[config.mk]
export PLATFORM = sky130hd
export DESIGN_NAME = met_ctrl
export DESIGN_NICKNAME = d
export VERILOG_FILES = /design/src/sv/met_pkg.sv /design/src/sv/met_ctrl.sv
export SDC_FILE = /design/constraint.sdc
export NUM_CORES = 1
export LEC_CHECK = 0
export ABC_AREA = 1
export BUFFER_PORTS_ARGS = -buffer_cell sky130_fd_sc_hd__buf_2
export CAP_MARGIN = 10
export CORE_ASPECT_RATIO = 1.1
export CORE_MARGIN = 2
export CORE_UTILIZATION = 40
export DETAILED_ROUTE_END_ITERATION = 7
export SLEW_MARGIN = 20
export SYNTH_ARGS = -nofsm -noshare
export SYNTH_HDL_FRONTEND = slang
export SYNTH_SLANG_ARGS = --single-unit
[constraint.sdc]
create_clock -name clk -period 1.82 [get_ports clk]
set_input_delay 0.091 -clock clk [delete_from_list [all_inputs] [get_ports clk]]
set_output_delay 0.091 -clock clk [all_outputs]
set_load 0.05 [all_outputs]
[src/sv/met_pkg.sv]
`timescale 1ns / 1ps

package met_pkg;

  // number formats
  localparam int FRAC      = 24;
  localparam int C_W       = 32;
  localparam int Z_W       = 48;
  localparam int HALF_W    = 24;
  localparam int ACC_W     = 96;
  localparam int SQ_W      = 64;
  localparam int N_W       = 8;
  localparam int COORD_W   = 10;
  localparam int STEP_W    = 31;
  localparam int ESC_W     = 63;
  localparam int CFG_IDX_W = 3;
  localparam int CFG_W     = 63;

  // register indexes
  typedef logic [CFG_IDX_W-1:0] cfg_idx_t;
  localparam cfg_idx_t CFG_CX_MIN    = 3'd0;
  localparam cfg_idx_t CFG_CY_MIN    = 3'd1;
  localparam cfg_idx_t CFG_STEP_X    = 3'd2;
  localparam cfg_idx_t CFG_STEP_Y    = 3'd3;
  localparam cfg_idx_t CFG_ITER_MAX  = 3'd4;
  localparam cfg_idx_t CFG_ESCAPE_SQ = 3'd5;

  // register reset values
  localparam logic signed [C_W-1:0] CX_MIN_RST    = -32'sd41943040;
  localparam logic signed [C_W-1:0] CY_MIN_RST    = -32'sd33554432;
  localparam logic [STEP_W-1:0]     STEP_X_RST    = 31'd838861;
  localparam logic [STEP_W-1:0]     STEP_Y_RST    = 31'd671089;
  localparam logic [N_W-1:0]        ITER_MAX_RST  = 8'd20;
  localparam logic [ESC_W-1:0]      ESCAPE_SQ_RST = 63'd16777216000000;

  typedef struct packed {
    logic [COORD_W-1:0] col;
    logic [COORD_W-1:0] row;
  } pix_in_t;

  typedef struct packed {
    logic [COORD_W-1:0] out_col;
    logic [COORD_W-1:0] out_row;
    logic [N_W-1:0]     iterations;
    logic               inside_res;
    logic               pixel_on;
  } pix_out_t;

  // controller to datapath
  typedef struct packed {
    logic       load;
    logic       map;
    logic       sat;
    logic       snap;
    logic       abs_z;
    logic       mul;
    logic       fin;
    logic       chk;
    logic       zup;
    logic [1:0] phase;
  } dp_cmd_t;

  // datapath to controller
  typedef struct packed {
    logic cont;
  } dp_stat_t;

endpackage

[src/sv/met_ctrl.sv]
`timescale 1ns / 1ps

module met_ctrl import met_pkg::*; (
  input  logic     clk,
  input  logic     rst,
  input  logic     start,
  output logic     busy,
  output logic     done,
  output dp_cmd_t  cmd,
  input  dp_stat_t stat
);

  typedef enum logic [9:0] {
    S_IDLE = 10'b0000000001,
    S_MAP  = 10'b0000000010,
    S_SAT  = 10'b0000000100,
    S_SNAP = 10'b0000001000,
    S_ABS  = 10'b0000010000,
    S_MUL  = 10'b0000100000,
    S_FIN  = 10'b0001000000,
    S_CHK  = 10'b0010000000,
    S_ZUP  = 10'b0100000000,
    S_DONE = 10'b1000000000
  } state_t;

  state_t     state;
  state_t     state_next;
  logic [1:0] phase;
  logic       accept;

  assign busy   = !((state == S_IDLE) || (state == S_DONE));
  assign done   = (state == S_DONE);
  assign accept = start && !busy;

  always_comb begin
    state_next = state;
    unique case (state)
      S_IDLE:  if (start) state_next = S_MAP;
      S_MAP:   state_next = S_SAT;
      S_SAT:   state_next = S_SNAP;
      S_SNAP:  state_next = S_ABS;
      S_ABS:   state_next = S_MUL;
      S_MUL:   if (phase == 2'd3) state_next = S_FIN;
      S_FIN:   state_next = S_CHK;
      S_CHK:   state_next = stat.cont ? S_ZUP : S_DONE;
      S_ZUP:   state_next = S_ABS;
      S_DONE:  state_next = start ? S_MAP : S_IDLE;
      default: state_next = S_IDLE;
    endcase
  end

  always_ff @(posedge clk) begin
    if (rst) begin
      state <= S_IDLE;
      phase <= '0;
    end else begin
      state <= state_next;
      phase <= (state == S_MUL) ? phase + 2'd1 : 2'd0;
    end
  end

  assign cmd.load  = accept;
  assign cmd.map   = (state == S_MAP);
  assign cmd.sat   = (state == S_SAT);
  assign cmd.snap  = (state == S_SNAP);
  assign cmd.abs_z = (state == S_ABS);
  assign cmd.mul   = (state == S_MUL);
  assign cmd.fin   = (state == S_FIN);
  assign cmd.chk   = (state == S_CHK);
  assign cmd.zup   = (state == S_ZUP);
  assign cmd.phase = phase;

  a_done_after_chk: assert property (@(posedge clk) disable iff (rst)
    done |-> $past(state == S_CHK))
    else $error("result strobe without a finished escape test");

  a_mul_four_cycles: assert property (@(posedge clk) disable iff (rst)
    (state == S_FIN) |-> ($past(state == S_MUL, 4) && $past(state == S_ABS, 5)))
    else $error("product phase not four cycles long");

  a_accept_starts_map: assert property (@(posedge clk) disable iff (rst)
    accept |=> (state == S_MAP))
    else $error("accepted request did not start mapping");

endmodule

After elaboration in Yosys (flattened, before gate mapping)
Index checks and enable logic that the tools add are counted.
{"block": "op_classes", "mux": 5, "n_addsub": 1, "eq_ne": 13, "n_reduce_logical": 6, "bitwise": 1}
{"op": "10-bit one-hot mux with 9 select lines", "n": 1}
{"op": "10-bit 2-to-1 mux", "n": 3}
{"op": "10-bit by 1-bit == test with 1-bit output (second input constant)", "n": 1}
{"op": "10-bit == test (second input constant)", "n": 1}
{"op": "10-bit by 2-bit == test with 1-bit output (second input constant)", "n": 1}
{"op": "10-bit by 3-bit == test with 1-bit output (second input constant)", "n": 1}
{"op": "10-bit by 4-bit == test with 1-bit output (second input constant)", "n": 1}
{"op": "10-bit by 5-bit == test with 1-bit output (second input constant)", "n": 1}
{"op": "10-bit by 6-bit == test with 1-bit output (second input constant)", "n": 1}
{"op": "10-bit by 7-bit == test with 1-bit output (second input constant)", "n": 1}
{"op": "10-bit by 8-bit == test with 1-bit output (second input constant)", "n": 1}
{"op": "10-bit by 9-bit == test with 1-bit output (second input constant)", "n": 1}
{"op": "2-bit OR reduction", "n": 2}
{"op": "2-bit by 1-bit adder with 2-bit output (second input constant)", "n": 1}
{"op": "2-bit == test (second input constant)", "n": 1}
{"op": "2-bit 2-to-1 mux", "n": 1}
{"op": "2-bit by 1-bit != test with 1-bit output (second input constant)", "n": 1}
{"op": "2-bit != test (second input constant)", "n": 1}
{"op": "2-bit AND reduction", "n": 1}
{"op": "1-bit logical AND", "n": 1}
{"op": "1-bit zero test", "n": 1}
{"op": "1-bit logical OR", "n": 1}
{"op": "1-bit inverter", "n": 1}
{"block": "totals", "word_cells": 28, "out_inout_bits": 13, "input_bits": 4, "regBits": 12}

Depth between registers and ports, before layout
{"block": "logic_depth", "depth_word": 3, "mapped_depth": 10, "depth_no_buf": 10}

Least setup slack after synthesis
Ideal clock, no wire load.
{"block": "synth_timing", "kind": "flip-flop to output port", "start": "reg state[0]", "end": "out cmd[10] (netlist bit)", "path_stages_with_launch": 9, "arrival_ns": 1.224, "path_slack_ns": 0.505, "required_time_ns": 1.729, "n_path_buf": 1, "cell_sequence": "dfxtp_1 -> nor2_4 -> nand2_1 -> nor2_2 -> nand2_1 -> nand2_1 -> inv_2 -> nor2_1 -> buf_4"}
{"block": "synth_between", "elab_chain_cells": 3, "elab_cells_between_ends": 4, "cone_classes": "2 x eq/ne; 2 x reduce/logical"}
{"element": "start, declared", "line_no": "met_ctrl.sv:26", "source": "state_t state;"}
{"element": "start signal, assigned", "line_no": "met_ctrl.sv:57", "source": "state <= state_next;"}
{"element": "10-bit by 1-bit == test with 1-bit output or 10-bit == test (tied branches)", "line_no": "met_ctrl.sv:31", "source": "assign busy = !((state == S_IDLE) || (state == S_DONE));"}
{"element": "1-bit logical OR (*)", "line_no": "met_ctrl.sv:31"}
{"element": "1-bit logical AND (*)", "line_no": "met_ctrl.sv:33", "source": "assign accept = start && !busy;"}
{"element": "end, declared", "line_no": "met_ctrl.sv:9", "source": "output dp_cmd_t cmd,"}
Mark *: on every way between the ends. The rest lies on a longest branch, timed or not.

==> flow_summary_export.csv <==
group,metric,value,unit
outcome,status,"finished clean",
drt,first_pass_iters,4,
critical_path,crit_path_end_kind,"output pin",
logic_synthesis,syn-num-nets,117,
drt,routed_wl,1440,um
place,post_dp_cell_area,790,um2
critical_path,crit_path_max_fanout,4,
critical_path,critPathKind,"register to output pin",
drt,post_drt_wl_per_cell,9.68,um
finish,antenna_cells,0,
logic_synthesis,syn-cell-area,696,um2
sta,fin_worst_skew,9.64,ps
drt,ant_nets,0,
job,maxCapViolations,0,
die,initial_core_util,43.6,%
sta,max_slew_margin,82.8,%
sta,setup_ws,155,ps
grt,groute.usage.overall,16.1,%
sta,post-route-min-period,1670,ps
clock_tree,cts_buffer_depth,2,
grt,grt_max_degree,8,
clock_tree,clock_latency,280,ps
power_and_ir_drop,p_leak,0.545,nW
worst_hold_path,hp-class,"input pin to register",
clock_tree,numCtsBuffers,3,
die,dieHeight,47.7,um
clock_tree,cts_setup_buffers,0,
drt,drc,0,
place,pre_cts_ws,466,ps
die,ios,17,
clock_tree,cts_tree,"yes",
sta,setup_tns,0,ps
die,rows,15,
finish,design_area,836,um2
drt,drtIter0Drc,9,
drt,vias,667,
critical_path,critPathArrivalTime,1570,ps
power_and_ir_drop,p_per_area,861,nW/um2
critical_path,cp_data_required_time,1730,ps
logic_synthesis,synth_seq_cells,12,
die,die_x,43.8,um
sta,worst_pin_slew,257,ps
clock_tree,post_cts_resized,0,
clock_tree,holdBufCountCts,1,
sta,clock.fmax,0.601,GHz
logic_synthesis,yosysWarnings,0,
grt,grt_pass1_vias,577,
logic_synthesis,synth_area_per_cell,6.21,um2
grt,grt_overflow,0,
sta,slew_viol_final,0,
place,place_congestion,0.884,
grt,grt_antenna_before_repair,0,
clock_tree,h-tree-depth,1,
critical_path,worstSetupStartpointType,"register",
die,dieArea,2090,um2
sta,hold_violations,0,
power_and_ir_drop,vdd_drop_max,0.582,mV
logic_synthesis,ys_seq_area_share,34.5,%
sta,finalSetupViolCount,0,
logic_synthesis,yosysUniqueCellTypes,17,
place,io_buffer_count,16,
die,coreArea,1600,um2
clock_tree,cts_root_buf,"clkbuf_4",
sta,finalCritPeriodShare,91.5,%
finish,finalCoreUtilization,52.4,%
finish,layout.nets,138,
place,place_hpwl,1160,um
grt,grt_pass1_wl,2370,um
logic_synthesis,syn_inst,112,
clock_tree,path_clk_slew,90,ps
finish,final_cell_mix,"inv_1 (27), nand2_1 (23), nor2_1 (17)",
sta,rsz0062_at_grt,"no",
finish,drive_above_1_share,27.3,%
finish,area_delta_synth_final,20.1,%
finish,final_common_cell,"inv_1",
clock_tree,clock_sinks,12,
drt,viasPerCell,4.48,
## registers in the layout, summed over array words and instances, names as in the netlist
signal and flops:
state 10, phase 2
## synth_stat cells
| library cell | n | share of area (%) |
|---|---|---|
| nor2_4 | 3 | 4.9 |
| inv_1 | 27 | 15 |
| nor2_2 | 2 | 1.8 |
| inv_2 | 5 | 2.7 |
| nor3_1 | 2 | 1.4 |
| ha_1 | 1 | 1.8 |
| nand2_2 | 4 | 3.6 |
| nand3_1 | 10 | 7.2 |
| nor3_2 | 1 | 1.4 |
| nand4_1 | 1 | 0.90 |
| and2_1 | 1 | 0.90 |
| dfxtp_1 | 12 | 35 |
| o21ai_1 | 1 | 0.72 |
| nand2_1 | 23 | 12 |
| buf_4 | 1 | 1.1 |
| inv_4 | 1 | 0.90 |
| nor2_1 | 17 | 9.2 |
## metrics by stage
| step | cells | hold WS (ps) | total power, mW |
|---|---|---|---|
| 2_1_floorplan | 112 | 162 | 0.466 |
| 6_report | 149 | 5.50 | 0.720 |
| 3_5_place_dp | 144 | 278 | 0.501 |
| 3_3_place_gp | 144 | 274 | 0.500 |
| 5_1_grt | 149 | 14.8 | 0.752 |
| 4_1_cts | 149 | 10.8 | 0.721 |
## cell families (layout without fill, tap and decap cells)
kind of cell               after synthesis  count (layout)  share of synthesized area, %
AOI/OAI and AO/OA                        1               1                         0.719
adders and majority gates                1               1                          1.80
buffers and inverters                   34              54                          19.2
DFF                                     12              12                          34.5
and+or+nand+nor                         64              64                          43.7
## worst max-delay path, stage by stage (launching register included)
cell	delay, ps
dfxtp_1	360
nor2_4	160
nand2_1	120
nor2_2	120
nand2_1	80
nand2_1	90
inv_2	50
nor2_1	70
buf_2	260
## worst paths after layout
kind	cells after the start	slack, ps	start	to
worst min register to register	1	440	phase[0]	phase[0]
worst max register to register	8	570	state[0]	state[0]
worst max-delay path	8	150	state[0]	cmd[10]
worst min-delay path	2	5	rst	state[1]
## metal layers
layer	track usage (%)	wire (um)	up-vias	part of all wire (%)
met4	9.09	34	0	2.4
met1	18.9	683	284	47
li1	-	-	362	-
met5	0	0	-	0
met3	2.64	61	5	4.2
met2	28.2	662	16	46
## cell type report
class	count	area (um2)
fillers	162	759
multi-input cells	66	322
flip-flops and latches	12	240
inverters	33	126
repair buffers	17	90.1
clock buffers	4	36.3
well taps	17	21.3
## power by group
group	switching (mW)	internal (mW)	total (mW)
Sequential	0.0128	0.275	0.287
Combinational	0.151	0.0592	0.210
Clock	0.101	0.122	0.223
No activity file was read; power rests on OpenSTA's default activity.
